$ cat config.mk
export PLATFORM = sky130hd
export DESIGN_NAME = hsl_to_rgb_converter
export DESIGN_NICKNAME = d
export VERILOG_FILES = /design/src/rtl/core/hsl2rgb_pkg.sv /design/src/rtl/core/hsl2rgb_levels.sv /design/src/rtl/core/hsl2rgb_shade.sv /design/src/rtl/core/hsl_to_rgb_converter.sv
export SDC_FILE = /design/constraint.sdc
export NUM_CORES = 2
export LEC_CHECK = 0
export BUFFER_PORTS_ARGS = -buffer_cell sky130_fd_sc_hd__buf_2
export CAP_MARGIN = 5
export CELL_PAD_IN_SITES_DETAIL_PLACEMENT = 1
export CELL_PAD_IN_SITES_GLOBAL_PLACEMENT = 1
export CORE_AREA = 2 2 353 355
export CTS_CLUSTER_DIAMETER = 30
export DETAILED_ROUTE_END_ITERATION = 12
export DIE_AREA = 0 0 355 357
export PLACE_DENSITY_LB_ADDON = 0.2
export SLEW_MARGIN = 10
export SYNTH_ARGS = -nofsm -noshare
export SYNTH_HDL_FRONTEND = slang
export SYNTH_SLANG_ARGS = --single-unit
$ cat constraint.sdc
create_clock -name clk -period 15 [get_ports clk]
set_input_delay 1.5 -clock clk [delete_from_list [all_inputs] [get_ports clk]]
set_output_delay 1.5 -clock clk [all_outputs]
set_load 0.05 [all_outputs]
$ cat src/rtl/core/hsl2rgb_pkg.sv
// Shared types and constants for the HSL to RGB color converter.
package hsl2rgb_pkg;

    // Width of every color channel and of hue.
    localparam int CH_BITS = 16;

    // One full hue turn and the largest channel value.
    localparam int TURN   = 1 << CH_BITS;
    localparam int CH_MAX = TURN - 1;

    // Hue positions are measured in thirds of a turn, so they span three turns.
    localparam int POS_BITS = CH_BITS + 2;

    typedef logic [CH_BITS-1:0]  chan_t;
    typedef logic [POS_BITS-1:0] pos_t;

    // Breakpoints of the piecewise-linear hue rule, in position units.
    localparam pos_t POS_HALF_TURN   = pos_t'(TURN / 2);
    localparam pos_t POS_THREE_HALF  = pos_t'((3 * TURN) / 2);
    localparam pos_t POS_TWO_TURN    = pos_t'(2 * TURN);

    // Channel order inside the position array.
    localparam int IDX_RED   = 0;
    localparam int IDX_GREEN = 1;
    localparam int IDX_BLUE  = 2;

    typedef struct packed {
        chan_t hue;
        chan_t saturation;
        chan_t lightness;
    } hsl_t;

    typedef struct packed {
        chan_t red;
        chan_t green;
        chan_t blue;
    } rgb_t;

    // Per-request side data that rides along the level pipeline.
    typedef struct packed {
        logic            grey;
        chan_t           light;
        pos_t [2:0]      pos;
    } carry_t;

    // Result of the level pipeline: the upper and lower levels plus side data.
    typedef struct packed {
        carry_t info;
        chan_t  qc;
        chan_t  pc;
    } level_t;

endpackage

$ cat src/rtl/core/hsl2rgb_levels.sv
// Five-stage pipeline that forms the upper and lower color levels and hue positions.
module hsl2rgb_levels
(
    input  logic                clk,
    input  logic                rst_n,
    input  logic                en,
    input  logic                pix_valid,
    input  hsl2rgb_pkg::hsl_t   pix,
    output logic                lvl_valid,
    output hsl2rgb_pkg::level_t lvl
);

    localparam int N  = hsl2rgb_pkg::CH_BITS;
    localparam int WB = 2 * N + 2;

    typedef logic [WB-1:0]  wide_t;
    typedef logic [N+2:0]   ext_pos_t;

    localparam ext_pos_t EXT_TURN       = ext_pos_t'(hsl2rgb_pkg::TURN);
    localparam ext_pos_t EXT_THREE_TURN = ext_pos_t'(3 * hsl2rgb_pkg::TURN);
    localparam wide_t    W_MAX          = wide_t'(hsl2rgb_pkg::CH_MAX);
    localparam wide_t    W_HALF_MAX     = wide_t'((hsl2rgb_pkg::CH_MAX - 1) / 2);

    logic [4:0] valid_reg;

    // Stage 1 registers.
    hsl2rgb_pkg::carry_t   info1_reg;
    hsl2rgb_pkg::chan_t    sat1_reg;
    logic                  low1_reg;
    logic [2*N-1:0]        ls1_reg;
    // Stage 2 registers.
    hsl2rgb_pkg::carry_t   info2_reg;
    logic [2*N-1:0]        y2_reg;
    // Stage 3 registers.
    hsl2rgb_pkg::carry_t   info3_reg;
    logic [2*N-1:0]        y3_reg;
    logic [N:0]            q3_reg;
    // Stage 4 registers.
    hsl2rgb_pkg::carry_t   info4_reg;
    logic [N:0]            q4_reg;
    // Stage 5 registers.
    hsl2rgb_pkg::level_t   lvl5_reg;

    hsl2rgb_pkg::carry_t   info1_next;
    logic                  low1_next;
    logic [2*N-1:0]        ls1_next;
    ext_pos_t              u_ext;
    ext_pos_t              ur_sum;
    ext_pos_t              ub_sum;
    logic [2*N-1:0]        y2_next;
    wide_t                 lm;
    wide_t                 sm;
    wide_t                 qn;
    logic [2*N:0]          est_sum;
    logic [N:0]            q3_next;
    wide_t                 rem;
    logic [N:0]            q4_next;
    logic [N:0]            two_l;
    logic [N:0]            q_clamp;
    logic [N:0]            p_raw;
    hsl2rgb_pkg::level_t   lvl5_next;

    always_ff @(posedge clk or negedge rst_n)
    begin
        if (!rst_n)
        begin
            valid_reg <= '0;
        end
        else if (en)
        begin
            valid_reg <= {valid_reg[3:0], pix_valid};
        end
    end

    // Stage 1: the one multiplier, hue positions for the three channels.
    always_comb
    begin
        u_ext  = ext_pos_t'({pix.hue, 1'b0}) + ext_pos_t'(pix.hue);
        ur_sum = u_ext + EXT_TURN;
        if (ur_sum >= EXT_THREE_TURN)
        begin
            ur_sum = ur_sum - EXT_THREE_TURN;
        end
        ub_sum = u_ext + (EXT_TURN << 1);
        if (ub_sum >= EXT_THREE_TURN)
        begin
            ub_sum = ub_sum - EXT_THREE_TURN;
        end
        info1_next.grey  = (pix.saturation == '0);
        info1_next.light = pix.lightness;
        info1_next.pos[hsl2rgb_pkg::IDX_RED]   = hsl2rgb_pkg::pos_t'(ur_sum);
        info1_next.pos[hsl2rgb_pkg::IDX_GREEN] = hsl2rgb_pkg::pos_t'(u_ext);
        info1_next.pos[hsl2rgb_pkg::IDX_BLUE]  = hsl2rgb_pkg::pos_t'(ub_sum);
        low1_next = ({pix.lightness, 1'b0} < (N+1)'(hsl2rgb_pkg::CH_MAX));
        ls1_next  = {{N{1'b0}}, pix.lightness} * {{N{1'b0}}, pix.saturation};
    end

    // Stage 2: the upper level scaled by M, plus the rounding offset.
    always_comb
    begin
        lm = (wide_t'(info1_reg.light) << N) - wide_t'(info1_reg.light);
        sm = (wide_t'(sat1_reg) << N) - wide_t'(sat1_reg);
        if (low1_reg)
        begin
            qn = lm + wide_t'(ls1_reg);
        end
        else
        begin
            qn = lm - wide_t'(ls1_reg) + sm;
        end
        y2_next = (2*N)'(qn + W_HALF_MAX);
    end

    // Stage 3: quotient estimate by M = 2^N - 1, low by at most one.
    always_comb
    begin
        est_sum = (2*N+1)'(y2_reg) + (2*N+1)'(y2_reg >> N);
        q3_next = est_sum[2*N:N];
    end

    // Stage 4: remainder check and correction of the estimate.
    always_comb
    begin
        rem = wide_t'(y3_reg) - (wide_t'(q3_reg) << N) + wide_t'(q3_reg);
        q4_next = q3_reg + (N+1)'(rem >= W_MAX);
    end

    // Stage 5: clamp the upper level and derive the lower one.
    always_comb
    begin
        two_l   = {info4_reg.light, 1'b0};
        q_clamp = q4_reg;
        if (q_clamp > two_l)
        begin
            q_clamp = two_l;
        end
        if (q_clamp > (N+1)'(hsl2rgb_pkg::CH_MAX))
        begin
            q_clamp = (N+1)'(hsl2rgb_pkg::CH_MAX);
        end
        p_raw = two_l - q_clamp;
        if (p_raw > q_clamp)
        begin
            p_raw = q_clamp;
        end
        lvl5_next.info = info4_reg;
        lvl5_next.qc   = q_clamp[N-1:0];
        lvl5_next.pc   = p_raw[N-1:0];
    end

    always_ff @(posedge clk)
    begin
        if (en)
        begin
            info1_reg <= info1_next;
            sat1_reg  <= pix.saturation;
            low1_reg  <= low1_next;
            ls1_reg   <= ls1_next;
            info2_reg <= info1_reg;
            y2_reg    <= y2_next;
            info3_reg <= info2_reg;
            y3_reg    <= y2_reg;
            q3_reg    <= q3_next;
            info4_reg <= info3_reg;
            q4_reg    <= q4_next;
            lvl5_reg  <= lvl5_next;
        end
    end

    assign lvl_valid = valid_reg[4];
    assign lvl       = lvl5_reg;

endmodule

$ cat src/rtl/core/hsl2rgb_shade.sv
// Two-stage channel unit that applies the piecewise-linear hue rule to one channel.
module hsl2rgb_shade
(
    input  logic                clk,
    input  logic                en,
    input  hsl2rgb_pkg::level_t lvl,
    input  hsl2rgb_pkg::pos_t   pos,
    output hsl2rgb_pkg::chan_t  color
);

    localparam int N = hsl2rgb_pkg::CH_BITS;

    typedef enum logic [1:0] {
        SEG_RISE,
        SEG_TOP,
        SEG_FALL,
        SEG_LOW
    } seg_t;

    localparam logic [2*N:0] ROUND_HALF = (2*N+1)'(hsl2rgb_pkg::TURN / 2);

    seg_t                seg_next;
    hsl2rgb_pkg::chan_t  w;
    logic [N:0]          twice_w;
    hsl2rgb_pkg::chan_t  diff;
    logic [2*N-1:0]      prod_next;

    seg_t                seg_reg;
    logic [2*N-1:0]      prod_reg;
    hsl2rgb_pkg::chan_t  pc_reg;
    hsl2rgb_pkg::chan_t  qc_reg;
    hsl2rgb_pkg::chan_t  light_reg;
    logic                grey_reg;

    logic [2*N:0]        rnd;
    logic [N+1:0]        ramp;
    hsl2rgb_pkg::chan_t  color_next;
    hsl2rgb_pkg::chan_t  color_reg;

    // Stage A: pick the segment and scale the level difference by the ramp.
    always_comb
    begin
        w = '0;
        if (pos < hsl2rgb_pkg::POS_HALF_TURN)
        begin
            seg_next = SEG_RISE;
            w        = pos[N-1:0];
        end
        else if (pos < hsl2rgb_pkg::POS_THREE_HALF)
        begin
            seg_next = SEG_TOP;
        end
        else if (pos < hsl2rgb_pkg::POS_TWO_TURN)
        begin
            seg_next = SEG_FALL;
            w        = N'(hsl2rgb_pkg::POS_TWO_TURN - pos);
        end
        else
        begin
            seg_next = SEG_LOW;
        end
        // The falling ramp can reach exactly half a turn, so the doubled ramp needs N+1 bits.
        twice_w   = {w, 1'b0};
        diff      = lvl.qc - lvl.pc;
        // The doubled ramp is at most one turn, so the product stays within 2N bits.
        prod_next = {{N{1'b0}}, diff} * {{(N-1){1'b0}}, twice_w};
    end

    // Stage B: round, add the lower level, clamp and select, or pass lightness through for grey.
    always_comb
    begin
        rnd  = (2*N+1)'(prod_reg) + ROUND_HALF;
        ramp = (N+2)'(pc_reg) + (N+2)'(rnd >> N);
        if (ramp > (N+2)'(hsl2rgb_pkg::CH_MAX))
        begin
            ramp = (N+2)'(hsl2rgb_pkg::CH_MAX);
        end
        case (seg_reg)
            SEG_RISE: color_next = ramp[N-1:0];
            SEG_FALL: color_next = ramp[N-1:0];
            SEG_TOP:  color_next = qc_reg;
            SEG_LOW:  color_next = pc_reg;
            default:  color_next = pc_reg;
        endcase
        if (grey_reg)
        begin
            color_next = light_reg;
        end
    end

    always_ff @(posedge clk)
    begin
        if (en)
        begin
            seg_reg   <= seg_next;
            prod_reg  <= prod_next;
            pc_reg    <= lvl.pc;
            qc_reg    <= lvl.qc;
            light_reg <= lvl.info.light;
            grey_reg  <= lvl.info.grey;
            color_reg <= color_next;
        end
    end

    assign color = color_reg;

endmodule

$ cat src/rtl/core/hsl_to_rgb_converter.sv
// Top level of the HSL to RGB color converter: pipeline control and channel units.
//
// Unless stalled, this block converts one color per clock from hue, saturation
// and lightness to red, green and blue. Hue is a fraction of a full turn
// (value / 2^16) and wraps; saturation, lightness and all three outputs are
// fractions of 65535. Zero saturation gives grey equal to lightness. Otherwise
// the upper and lower levels are formed with one 16x16 multiplier and an exact
// rounded division by 65535 (reciprocal estimate plus one correction), and each
// channel applies the piecewise-linear hue rule with its own 16x17 multiplier
// and half-up rounding. The pipeline has seven register stages, and a new
// request is taken on every cycle in which the output register is empty or
// being drained. The last stage is the output register. When the consumer
// raises rgb_stall with a result waiting, the whole pipeline holds in place
// and hsl_stall rises in the same cycle; nothing is dropped or repeated. There
// is no configuration and no state beyond the pipeline.
module hsl_to_rgb_converter
(
    input  logic              clk,
    input  logic              rst_n,
    input  logic              hsl_valid,
    output logic              hsl_stall,
    input  hsl2rgb_pkg::hsl_t hsl,
    output logic              rgb_valid,
    input  logic              rgb_stall,
    output hsl2rgb_pkg::rgb_t rgb
);

    logic                advance;
    logic                lvl_valid;
    hsl2rgb_pkg::level_t lvl;
    logic [1:0]          shade_valid_reg;

    // The pipeline moves as a whole whenever the output register can take a result.
    assign advance   = !shade_valid_reg[1] || !rgb_stall;
    assign hsl_stall = !advance;

    hsl2rgb_levels u_levels
    (
        .clk       (clk),
        .rst_n     (rst_n),
        .en        (advance),
        .pix_valid (hsl_valid),
        .pix       (hsl),
        .lvl_valid (lvl_valid),
        .lvl       (lvl)
    );

    // Valid bits for the two stages of the channel units.
    always_ff @(posedge clk or negedge rst_n)
    begin
        if (!rst_n)
        begin
            shade_valid_reg <= '0;
        end
        else if (advance)
        begin
            shade_valid_reg <= {shade_valid_reg[0], lvl_valid};
        end
    end

    hsl2rgb_shade u_shade_red
    (
        .clk   (clk),
        .en    (advance),
        .lvl   (lvl),
        .pos   (lvl.info.pos[hsl2rgb_pkg::IDX_RED]),
        .color (rgb.red)
    );

    hsl2rgb_shade u_shade_green
    (
        .clk   (clk),
        .en    (advance),
        .lvl   (lvl),
        .pos   (lvl.info.pos[hsl2rgb_pkg::IDX_GREEN]),
        .color (rgb.green)
    );

    hsl2rgb_shade u_shade_blue
    (
        .clk   (clk),
        .en    (advance),
        .lvl   (lvl),
        .pos   (lvl.info.pos[hsl2rgb_pkg::IDX_BLUE]),
        .color (rgb.blue)
    );

    assign rgb_valid = shade_valid_reg[1];

    // The lower level never exceeds lightness, and lightness never exceeds the upper level.
    assert property (@(posedge clk) disable iff (!rst_n)
        lvl_valid |-> (lvl.pc <= lvl.info.light) && (lvl.info.light <= lvl.qc))
    else $error("level ordering broken");

    // A level result held back by a stall stays put until the pipeline moves.
    assert property (@(posedge clk) disable iff (!rst_n)
        lvl_valid && !advance |=> lvl_valid && $stable(lvl))
    else $error("level stage changed while stalled");

    // The input is only held off while a finished result waits at the output.
    assert property (@(posedge clk) disable iff (!rst_n)
        hsl_stall |-> rgb_valid && rgb_stall)
    else $error("input stalled with output free");

endmodule
==> metrics.yaml <==
largest_reg_flops: 70
multi_input_area_mm2: 0.04255
setup-tns-final_ns: 0
n_antenna_cell: 0
cts_resized: 0
yosysUniqueCellTypes: 91
nNetsFinal: 8179
cts_root_buf: "clkbuf_16"
synthFlopType: "edfxtp_1"
synth_xor_area_frac: 0.04799
path_common_cell: "a21o_1"
synth_top_family_by_area: "adder cells"
post_cts_buffers: 0
vias_per_cell: 5.786
cap_viol_max_count: 0
clk_latency_ns: 0.77
async_flop_share: 0.01313
antenna_found_initial: 3
start_util: 0.5154
place_congestion: 0.8938
fin_ws_ns: 4.372
ys_warn_count: 0
synth_edf_count: 526
die_area_mm2: 0.1267
area_delta_synth_final_pct: 11.06
grtUsageTotal: 0.3153
h-tree-depth: 4
relSlewSlack: 0.1693
ant_nets: 0
ys_seq_area_frac: 0.2520
crit_path_start: "u_levels.lvl[18]"
finalCritPeriodShare: 0.7086
synth_top_area_frac: 0.2492
synthTopCellsByArea: "edfxtp_1 25%, fa_1 24%, ha_1 14%"
critPathRequiredTime_ns: 15.50
cp_slowest_stage_delay_ns: 0.58
syn_area_mm2: 0.06338
clockBufferDepth: 3
clock-sinks: 533
ys_ff_latch: 533
grt_overflow_total: 0
regMostFlops: "u_levels.lvl"
grt_max_degree: 178
row_count: 129
final-seq-area_mm2: 0.01597
firstDrtPassIters: 5
yosys.area.top_type: "edfxtp_1"
ioPinCount: 102
dr.first_iter.drc_count: 3068
end_kind: "flop"
core-area_mm2: 0.1230
crit_arrival_ns: 11.13
grt_pass1_wl_mm: 307.8
grt_pass1_vias: 54200
vias: 48620
dp_hpwl_mm: 146.4
hold_class: "reg2reg"
cp_max_fo: 42
numPlacedInstances: 8167
die_w_um: 355
drive_above_1_share: 0.07006
stdcell_count: 8403
status: "completed"
synth_adder_area_share: 0.3800
rsz0062_at_grt: "no"
wirelength_mm: 197.7
placement.io_buffers: 101
synth.avg_cell_area_um2: 9.631
holdBufCountCts: 0
synth-simple-area-share: 0.1380
fin_crit_ns: 10.63
synthCells: 6581
yosysMostFrequentCell: "inv_1"
cp-start-kind: "flop"
hold_viol: 0
cts_made_buffers: 130
synthTopCellsByCount: "1,143 x inv_1, 827 x nand2_1, 767 x fa_1, 698 x ha_1, 526 x edfxtp_1"
maxSlewViolCount: 0
worst_path_max_delay_cell: "a311oi_2"
worstMarginPinSlew_ns: 1.237
final.setup_skew_ns: 0.04270
setup_viol_count_final: 0
routedWlPerCell_um: 23.53
hold_start: "u_levels.info3_reg[43]"
worstReg2RegStart: "u_levels.lvl[18]"
dp_slack_ns: 4.484
synth_mux_area_frac: 0.01163
clk_pin_slew_worst_paths_ns: 0.05
synth_compound_area_frac: 0.08911
die_h_um: 357
path_class: "reg2reg"
cts_tree: "built"
drc: 0
final_core_util: 0.5724
fillerInstances: 13640
clock.fmax_mhz: 94.09
synth_nets: 8098
## final timing paths
kind / to / slack, ns / depth (start not counted)
setup / recovery: u_shade_green.prod_reg[31] / 4.37 / 39
hold / removal: u_levels.info4_reg[43] / 0.41 / 0
setup reg to reg: u_shade_green.prod_reg[31] / 4.37 / 39
hold reg to reg: u_levels.info4_reg[43] / 0.41 / 0
max in group asynchronous: u_levels.valid_reg[0] / 14.26 / 1
min in group asynchronous: u_levels.valid_reg[1] / 0.59 / 1
## cell usage in the layout, fill, tap and decap left out, types with 25 or more instances in the layout
cell type and count:
nand4_1 39, inv_1 1143, o21a_1 50, nand2b_1 54, fa_1 767, nor3_1 76, nor2_1 441, a21oi_1 234
xnor2_1 221, buf_4 67, nor4_1 25, edfxtp_1 526, o211ai_1 33, nor2b_1 62, clkbuf_16 134, mux2i_1 59
a21o_1 98, o21ai_0 238, nand3_1 76, xor2_1 102, and3_1 30, ha_1 698, nand2_1 826, buf_2 101
or3_1 26, and2_1 180
## worst max-delay path, delay by kind of cell (launching register included)
family | cells | cell delay [ns]
adder cells (fa/ha/maj) | 8 | 3.77
XOR/XNOR | 2 | 0.26
AND/OR/NAND/NOR | 5 | 0.74
buffers and inverters | 6 | 0.81
AO/OA/AOI/OAI | 18 | 4.32
flip-flops | 1 | 0.45
## cell families after synthesis
family / count (synthesis)
DFF: 533
xor gates and xnor gates: 344
other: 1
muxes: 72
and+or+nand+nor: 1910
buffers and inverters: 1365
adders and majority gates: 1465
AOI/OAI and AO/OA: 891
## routing by layer
layer	vias to the layer above	routed length, um	part of all wire	global-route usage
met5	-	13	0.000066	0
met4	2	10090	0.051	0.1569
met3	513	9846	0.050	0.04582
met2	1439	100300	0.51	0.5592
met1	25070	77490	0.39	0.3742
li1	21590	-	-	-
## through the flow
| step | instance area (um2) | hold WS [ns] |
|---|---|---|
| after floorplan | 63390 | 0.4003 |
| after global placement | 65890 | 0.4005 |
| after detailed placement | 65890 | 0.4052 |
| after CTS | 70390 | 0.4078 |
| after global routing | 70390 | 0.4163 |
| final | 70390 | 0.4095 |
## layout make-up
type,instances,area share
Clock buffer,152,0.04888
Clock inverter,84,0.01507
Inverter,1145,0.06105
Multi-Input combinational cell,4683,0.6044
Sequential cell,533,0.2269
Tap cell,1637,0.02910
Timing Repair Buffer,169,0.01461
Power is left out: the tool's default activity adds up to more than one toggle a clock period on the data nets, which glitch-free logic cannot reach.
